--- config.mk ---
export PLATFORM = sky130hd
export DESIGN_NAME = arabic_contextual_shaper_unit
export DESIGN_NICKNAME = d
export VERILOG_FILES = /design/src/hdl/acs_pkg.sv /design/src/hdl/arabic_contextual_shaper_unit.sv
export SDC_FILE = /design/constraint.sdc
export NUM_CORES = 1
export LEC_CHECK = 0
export BUFFER_PORTS_ARGS = -buffer_cell sky130_fd_sc_hd__buf_2
export CAP_MARGIN = 20
export CORE_MARGIN = 2
export CORE_UTILIZATION = 63
export DETAILED_ROUTE_END_ITERATION = 12
export GPL_ROUTABILITY_DRIVEN = 0
export PLACE_DENSITY_LB_ADDON = 0.05
export SLEW_MARGIN = 5
export SYNTH_ARGS = -nofsm -noshare
export SYNTH_HDL_FRONTEND = slang
export SYNTH_SLANG_ARGS = --single-unit
--- constraint.sdc ---
create_clock -name clk -period 4.4 [get_ports clk]
set_input_delay 1.1 -clock clk [delete_from_list [all_inputs] [get_ports clk]]
set_output_delay 1.1 -clock clk [all_outputs]
set_load 0.005 [all_outputs]
--- src/hdl/acs_pkg.sv ---
// Package: character tables and shaping functions for the Arabic contextual shaper.
`timescale 1ns / 1ps
`default_nettype none

package acs_pkg;

  localparam int SHAPE_ROWS = 49;
  localparam int MARK_ROWS  = 39;
  localparam int ALEF_ROWS  = 4;

  localparam logic [15:0] LAM     = 16'h0644;
  localparam logic [15:0] TATWEEL = 16'h0640;

  typedef struct packed {
    logic        is_mark;
    logic        is_letter;
    logic [15:0] isol;
    logic [15:0] init;
    logic [15:0] medi;
    logic [15:0] fina;
  } char_info_t;

  // code, isolated, initial, medial, final
  localparam logic [15:0] SHAPE_TAB [SHAPE_ROWS][5] = '{
    '{16'h0621, 16'hFE80, 16'h0000, 16'h0000, 16'h0000},
    '{16'h0622, 16'hFE81, 16'h0000, 16'h0000, 16'hFE82},
    '{16'h0623, 16'hFE83, 16'h0000, 16'h0000, 16'hFE84},
    '{16'h0624, 16'hFE85, 16'h0000, 16'h0000, 16'hFE86},
    '{16'h0625, 16'hFE87, 16'h0000, 16'h0000, 16'hFE88},
    '{16'h0626, 16'hFE89, 16'hFE8B, 16'hFE8C, 16'hFE8A},
    '{16'h0627, 16'hFE8D, 16'h0000, 16'h0000, 16'hFE8E},
    '{16'h0628, 16'hFE8F, 16'hFE91, 16'hFE92, 16'hFE90},
    '{16'h0629, 16'hFE93, 16'h0000, 16'h0000, 16'hFE94},
    '{16'h062A, 16'hFE95, 16'hFE97, 16'hFE98, 16'hFE96},
    '{16'h062B, 16'hFE99, 16'hFE9B, 16'hFE9C, 16'hFE9A},
    '{16'h062C, 16'hFE9D, 16'hFE9F, 16'hFEA0, 16'hFE9E},
    '{16'h062D, 16'hFEA1, 16'hFEA3, 16'hFEA4, 16'hFEA2},
    '{16'h062E, 16'hFEA5, 16'hFEA7, 16'hFEA8, 16'hFEA6},
    '{16'h062F, 16'hFEA9, 16'h0000, 16'h0000, 16'hFEAA},
    '{16'h0630, 16'hFEAB, 16'h0000, 16'h0000, 16'hFEAC},
    '{16'h0631, 16'hFEAD, 16'h0000, 16'h0000, 16'hFEAE},
    '{16'h0632, 16'hFEAF, 16'h0000, 16'h0000, 16'hFEB0},
    '{16'h0633, 16'hFEB1, 16'hFEB3, 16'hFEB4, 16'hFEB2},
    '{16'h0634, 16'hFEB5, 16'hFEB7, 16'hFEB8, 16'hFEB6},
    '{16'h0635, 16'hFEB9, 16'hFEBB, 16'hFEBC, 16'hFEBA},
    '{16'h0636, 16'hFEBD, 16'hFEBF, 16'hFEC0, 16'hFEBE},
    '{16'h0637, 16'hFEC1, 16'hFEC3, 16'hFEC4, 16'hFEC2},
    '{16'h0638, 16'hFEC5, 16'hFEC7, 16'hFEC8, 16'hFEC6},
    '{16'h0639, 16'hFEC9, 16'hFECB, 16'hFECC, 16'hFECA},
    '{16'h063A, 16'hFECD, 16'hFECF, 16'hFED0, 16'hFECE},
    '{16'h0640, 16'h0640, 16'h0000, 16'h0000, 16'h0000},
    '{16'h0641, 16'hFED1, 16'hFED3, 16'hFED4, 16'hFED2},
    '{16'h0642, 16'hFED5, 16'hFED7, 16'hFED8, 16'hFED6},
    '{16'h0643, 16'hFED9, 16'hFEDB, 16'hFEDC, 16'hFEDA},
    '{16'h0644, 16'hFEDD, 16'hFEDF, 16'hFEE0, 16'hFEDE},
    '{16'h0645, 16'hFEE1, 16'hFEE3, 16'hFEE4, 16'hFEE2},
    '{16'h0646, 16'hFEE5, 16'hFEE7, 16'hFEE8, 16'hFEE6},
    '{16'h0647, 16'hFEE9, 16'hFEEB, 16'hFEEC, 16'hFEEA},
    '{16'h0648, 16'hFEED, 16'h0000, 16'h0000, 16'hFEEE},
    '{16'h0649, 16'hFEEF, 16'hFEF3, 16'hFEF4, 16'hFEF0},
    '{16'h064A, 16'hFEF1, 16'hFEF3, 16'hFEF4, 16'hFEF2},
    '{16'h0679, 16'hFB66, 16'hFB68, 16'hFB69, 16'hFB67},
    '{16'h067E, 16'hFB56, 16'hFB58, 16'hFB59, 16'hFB57},
    '{16'h0686, 16'hFB7A, 16'hFB7C, 16'hFB7D, 16'hFB7B},
    '{16'h0688, 16'hFB88, 16'h0000, 16'h0000, 16'hFB89},
    '{16'h0691, 16'hFB8C, 16'h0000, 16'h0000, 16'hFB8D},
    '{16'h0698, 16'hFB8A, 16'h0000, 16'h0000, 16'hFB8B},
    '{16'h06A9, 16'hFB8E, 16'hFB90, 16'hFB91, 16'hFB8F},
    '{16'h06AF, 16'hFB92, 16'hFB94, 16'hFB95, 16'hFB93},
    '{16'h06BA, 16'hFB9E, 16'hFEE7, 16'hFEE8, 16'hFB9F},
    '{16'h06BE, 16'hFBAA, 16'hFBAC, 16'hFBAD, 16'hFBAB},
    '{16'h06C1, 16'hFBA6, 16'hFBA8, 16'hFBA9, 16'hFBA7},
    '{16'h06CC, 16'hFEEF, 16'hFEF3, 16'hFEF4, 16'hFEF0}
  };

  // alef variant, ligature isolated, ligature final
  localparam logic [15:0] LIGA_TAB [ALEF_ROWS][3] = '{
    '{16'h0622, 16'hFEF5, 16'hFEF6},
    '{16'h0623, 16'hFEF7, 16'hFEF8},
    '{16'h0625, 16'hFEF9, 16'hFEFA},
    '{16'h0627, 16'hFEFB, 16'hFEFC}
  };

  localparam logic [15:0] MARK_TAB [MARK_ROWS] = '{
    16'h0610, 16'h0612, 16'h0613, 16'h0614, 16'h0615, 16'h064B, 16'h064C,
    16'h064D, 16'h064E, 16'h064F, 16'h0650, 16'h0651, 16'h0652, 16'h0653,
    16'h0654, 16'h0655, 16'h0656, 16'h0657, 16'h0658, 16'h0670, 16'h06D6,
    16'h06D7, 16'h06D8, 16'h06D9, 16'h06DA, 16'h06DB, 16'h06DC, 16'h06DF,
    16'h06E0, 16'h06E1, 16'h06E2, 16'h06E3, 16'h06E4, 16'h06E7, 16'h06E8,
    16'h06EA, 16'h06EB, 16'h06EC, 16'h06ED
  };

  function automatic char_info_t char_lookup(input logic [15:0] code);
    char_info_t info;
    info = '0;
    for (int i = 0; i < SHAPE_ROWS; i++) begin
      if (SHAPE_TAB[i][0] == code) begin
        info.is_letter = 1'b1;
        info.isol      = SHAPE_TAB[i][1];
        info.init      = SHAPE_TAB[i][2];
        info.medi      = SHAPE_TAB[i][3];
        info.fina      = SHAPE_TAB[i][4];
      end
    end
    for (int i = 0; i < MARK_ROWS; i++) begin
      if (MARK_TAB[i] == code) begin
        info.is_mark = 1'b1;
      end
    end
    return info;
  endfunction

  function automatic logic joins_next(input char_info_t info, input logic [15:0] code);
    return info.is_letter && ((info.medi != 16'h0000) || (info.fina != 16'h0000) ||
                              (code == TATWEEL));
  endfunction

  function automatic logic joins_prev(input char_info_t info);
    return info.is_letter && ((info.init != 16'h0000) || (info.medi != 16'h0000));
  endfunction

  function automatic logic [15:0] shape_form(input char_info_t info, input logic [15:0] code,
                                             input logic prev, input logic next);
    logic [15:0] form;
    if (!info.is_letter) begin
      form = code;
    end else if (prev && next && (info.medi != 16'h0000)) begin
      form = info.medi;
    end else if (prev && (info.fina != 16'h0000)) begin
      form = info.fina;
    end else if (next && (info.init != 16'h0000)) begin
      form = info.init;
    end else begin
      form = info.isol;
    end
    return form;
  endfunction

  function automatic logic is_alef(input logic [15:0] code);
    logic hit;
    hit = 1'b0;
    for (int i = 0; i < ALEF_ROWS; i++) begin
      if (LIGA_TAB[i][0] == code) begin
        hit = 1'b1;
      end
    end
    return hit;
  endfunction

  function automatic logic [15:0] liga_form(input logic [15:0] code, input logic prev);
    logic [15:0] form;
    form = 16'h0000;
    for (int i = 0; i < ALEF_ROWS; i++) begin
      if (LIGA_TAB[i][0] == code) begin
        form = prev ? LIGA_TAB[i][2] : LIGA_TAB[i][1];
      end
    end
    return form;
  endfunction

endpackage

`default_nettype wire

--- src/hdl/arabic_contextual_shaper_unit.sv ---
// Sequence: accept, a table lookup of the new code unit, another of the held letter when
// one is held, a decide state, then the results in order: head, each flushed mark (read,
// then sent), tail. A new code unit is taken only when idle, after all prior results;
// the shared table lookup and the one output register set the pace; results stall on out_ready.
// Reset: rst clears the sequencer, held letter, joining context, mark count and output valid.
// The mark store holds no reset value and is read only at entries written for the held letter.
`timescale 1ns / 1ps
`default_nettype none

module arabic_contextual_shaper_unit #(
  parameter int MAX_MARKS = 8
) (
  input  wire logic        clk,
  input  wire logic        rst,
  input  wire logic        in_valid,
  output      logic        in_ready,
  input  wire logic [15:0] in_code,
  input  wire logic        end_of_text,
  output      logic        out_valid,
  input  wire logic        out_ready,
  output      logic [15:0] out_code,
  output      logic        out_last,
  output      logic        mark_overflow
);

  localparam int CNT_W = $clog2(MAX_MARKS + 1);
  localparam int IDX_W = (MAX_MARKS > 1) ? $clog2(MAX_MARKS) : 1;
  localparam logic [CNT_W-1:0] CNT_MAX = CNT_W'(MAX_MARKS);
  localparam logic [CNT_W-1:0] CNT_ONE = CNT_W'(1);

  typedef enum logic [2:0] {
    S_IDLE, S_LOOK_C, S_LOOK_H, S_DECIDE, S_HEAD, S_MARK_RD, S_MARK_TX, S_TAIL
  } state_t;

  typedef struct packed {
    logic        head_v;
    logic [15:0] head;
    logic        flush;
    logic        tail_v;
    logic [15:0] tail;
    logic        ovf;
    logic        store_mark;
    logic        hold_new;
    logic        prior;
  } plan_t;

  state_t                state;
  logic [15:0]           code_q;
  logic                  eot_q;
  acs_pkg::char_info_t   c_info;
  acs_pkg::char_info_t   h_info;
  acs_pkg::char_info_t   lk_info;
  logic [15:0]           lk_code;
  logic [15:0]           held_letter;
  logic                  held_valid;
  logic                  prior_joins;
  logic [CNT_W-1:0]      mark_count;
  logic [CNT_W-1:0]      flush_cnt;
  logic [CNT_W-1:0]      rd_idx;
  logic [CNT_W-1:0]      rd_idx_next;
  logic [CNT_W-1:0]      count_inc;
  logic [15:0]           head_code;
  logic [15:0]           tail_code;
  logic                  tail_v;
  logic                  ovf;
  logic [15:0]           mark_q;
  logic [15:0]           mark_store [MAX_MARKS];
  logic                  slot_free;
  logic                  out_load;
  logic                  pj;
  plan_t                 plan;

  assign in_ready    = (state == S_IDLE);
  assign slot_free   = !out_valid || out_ready;
  assign out_load    = slot_free &&
                       ((state == S_HEAD) || (state == S_MARK_TX) || (state == S_TAIL));
  assign lk_code     = (state == S_LOOK_C) ? code_q : held_letter;
  assign lk_info     = acs_pkg::char_lookup(lk_code);
  assign rd_idx_next = rd_idx + CNT_ONE;
  assign count_inc   = mark_count + CNT_ONE;
  assign pj          = acs_pkg::joins_prev(h_info);

  always_comb begin
    plan       = '0;
    plan.prior = prior_joins;
    if (!held_valid) begin
      if (c_info.is_mark) begin
        plan.head_v = 1'b1;
        plan.head   = code_q;
      end else if (c_info.is_letter) begin
        if (eot_q) begin
          plan.head_v = 1'b1;
          plan.head   = acs_pkg::shape_form(c_info, code_q, prior_joins, 1'b0);
        end else begin
          plan.hold_new = 1'b1;
        end
      end else begin
        plan.head_v = 1'b1;
        plan.head   = code_q;
        plan.prior  = 1'b0;
      end
    end else if (c_info.is_mark) begin
      plan.head = acs_pkg::shape_form(h_info, held_letter, prior_joins, 1'b0);
      if (mark_count < CNT_MAX) begin
        plan.store_mark = 1'b1;
        plan.head_v     = eot_q;
        plan.flush      = eot_q;
      end else begin
        plan.head_v = 1'b1;
        plan.flush  = 1'b1;
        plan.tail_v = 1'b1;
        plan.tail   = code_q;
        plan.ovf    = 1'b1;
        plan.prior  = 1'b0;
      end
    end else if ((held_letter == acs_pkg::LAM) && acs_pkg::is_alef(code_q)) begin
      plan.head_v = 1'b1;
      plan.head   = acs_pkg::liga_form(code_q, prior_joins);
      plan.flush  = 1'b1;
      plan.prior  = 1'b0;
    end else begin
      plan.head_v = 1'b1;
      plan.head   = acs_pkg::shape_form(h_info, held_letter, prior_joins,
                                        acs_pkg::joins_next(c_info, code_q));
      plan.flush  = 1'b1;
      plan.prior  = pj;
      if (c_info.is_letter) begin
        if (eot_q) begin
          plan.tail_v = 1'b1;
          plan.tail   = acs_pkg::shape_form(c_info, code_q, pj, 1'b0);
        end else begin
          plan.hold_new = 1'b1;
        end
      end else begin
        plan.tail_v = 1'b1;
        plan.tail   = code_q;
        plan.prior  = 1'b0;
      end
    end
  end

  always_ff @(posedge clk) begin
    if (in_valid && in_ready) begin
      code_q <= in_code;
      eot_q  <= end_of_text;
    end
    if (state == S_LOOK_C) begin
      c_info <= lk_info;
    end
    if (state == S_LOOK_H) begin
      h_info <= lk_info;
    end
    if (state == S_DECIDE) begin
      head_code <= plan.head;
      tail_code <= plan.tail;
      tail_v    <= plan.tail_v;
      ovf       <= plan.ovf;
      flush_cnt <= plan.store_mark ? count_inc : mark_count;
      if (plan.store_mark) begin
        mark_store[mark_count[IDX_W-1:0]] <= code_q;
      end
    end
    if (state == S_MARK_RD) begin
      mark_q <= mark_store[rd_idx[IDX_W-1:0]];
    end
  end

  always_ff @(posedge clk) begin
    if (rst) begin
      state         <= S_IDLE;
      held_letter   <= 16'h0000;
      held_valid    <= 1'b0;
      prior_joins   <= 1'b0;
      mark_count    <= '0;
      rd_idx        <= '0;
      out_valid     <= 1'b0;
      out_code      <= 16'h0000;
      out_last      <= 1'b0;
      mark_overflow <= 1'b0;
    end else begin
      if (out_valid && out_ready && !out_load) begin
        out_valid <= 1'b0;
      end
      case (state)
        S_IDLE: begin
          if (in_valid) begin
            state <= S_LOOK_C;
          end
        end
        S_LOOK_C: begin
          state <= held_valid ? S_LOOK_H : S_DECIDE;
        end
        S_LOOK_H: begin
          state <= S_DECIDE;
        end
        S_DECIDE: begin
          if (eot_q) begin
            held_letter <= 16'h0000;
            held_valid  <= 1'b0;
            prior_joins <= 1'b0;
            mark_count  <= '0;
          end else begin
            prior_joins <= plan.prior;
            if (plan.hold_new) begin
              held_letter <= code_q;
              held_valid  <= 1'b1;
              mark_count  <= '0;
            end else if (plan.flush) begin
              held_valid <= 1'b0;
              mark_count <= '0;
            end else if (plan.store_mark) begin
              mark_count <= count_inc;
            end
          end
          rd_idx <= '0;
          state  <= plan.head_v ? S_HEAD : S_IDLE;
        end
        S_HEAD: begin
          if (slot_free) begin
            out_valid     <= 1'b1;
            out_code      <= head_code;
            mark_overflow <= ovf;
            out_last      <= eot_q && (flush_cnt == '0) && !tail_v;
            if (flush_cnt != '0) begin
              state <= S_MARK_RD;
            end else if (tail_v) begin
              state <= S_TAIL;
            end else begin
              state <= S_IDLE;
            end
          end
        end
        S_MARK_RD: begin
          state <= S_MARK_TX;
        end
        S_MARK_TX: begin
          if (slot_free) begin
            out_valid     <= 1'b1;
            out_code      <= mark_q;
            mark_overflow <= ovf;
            out_last      <= eot_q && (rd_idx_next == flush_cnt) && !tail_v;
            rd_idx        <= rd_idx_next;
            if (rd_idx_next != flush_cnt) begin
              state <= S_MARK_RD;
            end else if (tail_v) begin
              state <= S_TAIL;
            end else begin
              state <= S_IDLE;
            end
          end
        end
        S_TAIL: begin
          if (slot_free) begin
            out_valid     <= 1'b1;
            out_code      <= tail_code;
            mark_overflow <= ovf;
            out_last      <= eot_q;
            state         <= S_IDLE;
          end
        end
        default: begin
          state <= S_IDLE;
        end
      endcase
    end
  end

  a_count_bound: assert property (@(posedge clk) disable iff (rst)
    mark_count <= CNT_MAX)
    else $error("mark count beyond buffer depth");

  a_no_marks_without_letter: assert property (@(posedge clk) disable iff (rst)
    (state == S_IDLE && !held_valid) |-> (mark_count == '0))
    else $error("marks counted with no held letter");

  a_last_clears_context: assert property (@(posedge clk) disable iff (rst)
    (state == S_DECIDE && eot_q) |=> (!held_valid && !prior_joins))
    else $error("string end left joining context behind");

  a_flush_in_range: assert property (@(posedge clk) disable iff (rst)
    (state == S_MARK_TX) |-> (rd_idx < flush_cnt))
    else $error("mark read past flushed count");

endmodule

`default_nettype wire
==> results.md <==
* Skew-Pair Late Insertion Delay at 0.52 ns
* Drt first pass iters at 13
* Reg power frac at 0.498
* VDD IR max at roughly 330 uV
* Clk sinks at 316
* Final setup fails at 0
* Die X at 164 microns
* Placed insts at 1,724
* Synthesized cell area at 16,100 sq um
* PD cells at 403 nW/um^2
* Top Family by Delay on Critical Path: simple AND/OR/NAND/NOR gates
* H-tree levels at 2
* Nets at 1,457
* Top cell by count, worst path: buf_4
* Share of layout cells above drive strength 1 at 0.156
* CTS Hold Bufs at 0
* Worst Hold Class: register to register
* Worst-path cell chain: or3b_1, buf_4, mux2i_1, a21oi_1, buf_4, o21ai_1, o211ai_1, nor4b_1, nand3_1
* Post-synth EDFFs at 268
* Routed via count at 12,877
* Worst slack, placed at 0.794 ns
* Setup repair bufs after CTS at 0
* Maxcap violations at 0
* CTS tree: done
* Maximum clock frequency at 263 MHz
* Max FO, Critical Path at 28
* Synth top area share at 0.499
* Clock period minus worst slack at 3.80 ns
* Setup Skew at 0.0222 ns
* Crit path DAT at about 4 ns
* Fin worst setup slack at slightly above 0.6 ns
* Overall routing resource usage at 0.359
* Final Max Tran Viols at 0
* Pleak at 6.20 nW
* Crit path kind: register to register
* Clock share of power at 0.387
* Fillers at roughly 1,800
* Pin count of the biggest net entering global routing at 92
* Crit share post-route at 0.863
* Diode count at 0
* Antenna violations before repair at 0
* GRT overflow at 0
* Area grow syn2layout at 11.0%
* Setup TNS at 0 ns
* Critical path capture point type: register
* DRC viols at 14
* Slew at the pin closest to its max-slew limit at 1.01 ns
* Slew headroom at 0.325
* Cell count after synthesis at about 1,400
* Async S/R FF share, synth at 0
* Die area at 26,900 sq um
* Final instance count without filler cells at 1,789
* CP max stage cell: mux2i_1
* Syn Nets at 1,428
* Clk root buf: clkbuf_16
* Vias in the first global route at 12,121
* Routed vias/inst at 7.20
* CP Buf/Inv Count at 2
* Comb pwr share at 0.115
* Post_cts resized at 0
* Yosys top cell by area: edfxtp_1
* Syn Area/Cell at 11.5 sq um
* Ys flop type: edfxtp_1
* Max Buffers Root-to-Sink at 3
* Mean routed wirelength per cell at 26.8 microns
* Psw at between 1.5 and 2 mW
* Max incr delay on CP at 0.75 ns
* DRT Wirelength at roughly 48,000 microns
* Synth unique cells at 95
* Sw Share at 0.261
* Synthesis Warnings at 0
* Crit path required time at 4.60 ns
* PortBufs at 40
* HPWL Detailed at 32,700 microns
* Clock buffer count from CTS at 34
* Die Y at approximately 160 microns
* Largest cells by area after synthesis: edfxtp_1 50%, dfxtp_1 6.0%, mux4_2 4.5%
* Iter 0 DRT Violations at 2,413
* Post-synthesis sequential area ratio at 0.559
* Crit path launch type: register
* Int Pwr at approximately 5.3 mW
* Core ar. at 25,200 sq um
* Row count at 58
* Final Hold Fails at 0
* First-pass GRT wire length at between 70,000 and 80,000 microns
* Initial Utilization at 0.640
* Worst-path clk slew at 0.06 ns
* Layout Utilization at 0.711
* Unrepaired setup endpoints after global routing: no
* # IOs at 41
* Final ANT Viol Nets at 0
* Status: finished with violations
* Failing checks: design-rule violations
* Flops & latches, synth at 316
-- state kept, by name, indices dropped and copies added (netlist names) --
name           count
c_info            30
code_q            16
eot_q              1
flush_cnt          4
h_info            39
head_code         16
held_letter       16
held_valid         1
mark_count         4
mark_overflow      1
mark_q            16
mark_store       128
out_code          16
out_last           1
out_valid          1
ovf                1
prior_joins        1
rd_idx             4
state              3
tail_code         16
tail_v             1
-- cell families (layout without fill, tap and decap cells) --
logic type / Yosys count / after routing / share of synthesized area
buf+inv: 110 / 164 / 0.0276
simple gates: 508 / 508 / 0.161
xor+xnor: 11 / 11 / 0.00683
fa+ha+maj: 2 / 2 / 0.00155
mux: 109 / 109 / 0.0947
compound gates: 349 / 349 / 0.149
flops: 316 / 316 / 0.559
-- synthesized netlist by cell type (5+ instances only) --
cell type  number
o21a_1          7
a22o_1         20
and3_1         10
a22oi_1        13
o21ai_0        63
mux4_2         32
nor4b_1         5
a221oi_1       10
a221o_1         6
o2111ai_1       9
edfxtp_1      268
buf_2           8
nand3b_1       14
a211oi_1       21
o21ai_1         9
buf_1          11
or4_1           6
inv_1          10
a31oi_1        25
o211ai_1       13
clkbuf_1       73
nand4_1        13
nand3_1        35
and2_1         13
nand2b_1       26
mux2i_1        49
nor2_1        134
dfxtp_1        48
and4_1          5
a2111oi_0       5
o22ai_1         6
mux2_2         28
a211o_1         5
nor2b_1        10
or3_1          12
nor3_1         33
nor4_1         14
nor3b_1         5
xnor2_1         6
nand2_1       138
a21oi_1        81
-- final cells by class --
type | instances | area (sq um) | area share
Multi-Input combinational cell | 979 | 6670 | 0.373
Clock buffer | 45 | 975 | 0.0545
Clock inverter | 16 | 134 | 0.00748
Inverter | 13 | 48.8 | 0.00273
Sequential cell | 316 | 9010 | 0.504
Timing Repair Buffer | 90 | 638 | 0.0357
Tap cell | 330 | 413 | 0.0231
-- tightest hold or removal path: cells and delay by family, from the launching register on --
family           cells  cell delay (ns)
flip-flops           1             0.32
AND/OR/NAND/NOR      1             0.07
AO/OA/AOI/OAI        1             0.06
-- stage by stage --
| stage | power (mW) | hold slack (ns) | cell area (sq um) |
|---|---|---|---|
| 4_1_cts | 7.18 | 0.484 | 17800 |
| 5_1_grt | 7.42 | 0.498 | 17900 |
| 3_5_place_dp | 4.42 | 0.470 | 16700 |
| 6_report | 7.21 | 0.479 | 17900 |
| 2_1_floorplan | 4.12 | 0.453 | 16100 |
| 3_3_place_gp | 4.42 | 0.459 | 16700 |
-- path summary, 6_finish.rpt --
check | from | slack, ns | cells past startpoint | to
max reg2reg | state[2]$_SDFFE_PP0P_ | 0.60 | 9 | c_info[14]$_DFFE_PN_
min reg2reg | out_code[14]$_SDFFE_PP0P_ | 0.48 | 2 | out_code[14]$_SDFFE_PP0P_
min | out_code[14]$_SDFFE_PP0P_ | 0.48 | 2 | out_code[14]$_SDFFE_PP0P_
max | state[2]$_SDFFE_PP0P_ | 0.60 | 9 | c_info[14]$_DFFE_PN_
-- power by group through the flow --
stage	clock network (mW)	logic [mW]	registers, mW
2_1_floorplan	0	0.575	3.55
4_1_cts	2.82	0.779	3.58
5_1_grt	2.95	0.871	3.60
6_report	2.79	0.828	3.59
3_5_place_dp	0	0.776	3.65
3_3_place_gp	0	0.774	3.64
-- layer usage --
metal | vias up | GRT usage | share of wire
met5 | - | 0 | 0.00058
li1 | 5526 | - | -
met4 | 2 | 0.163 | 0.060
met3 | 270 | 0.0783 | 0.12
met2 | 978 | 0.549 | 0.44
met1 | 6101 | 0.496 | 0.38
-- layout by cell type (no fill, tap or decap), types with 31 or more instances in the layout --
cell and count:
a21oi_1 81, mux2i_1 49, buf_2 40, nor2_1 134, mux4_2 32, nor3_1 31
nand3_1 35, o21ai_0 63, buf_4 45, dfxtp_1 47, clkbuf_16 37, nand2_1 138
edfxtp_1 268
Note: power is estimated with default switching activity, not from simulation.
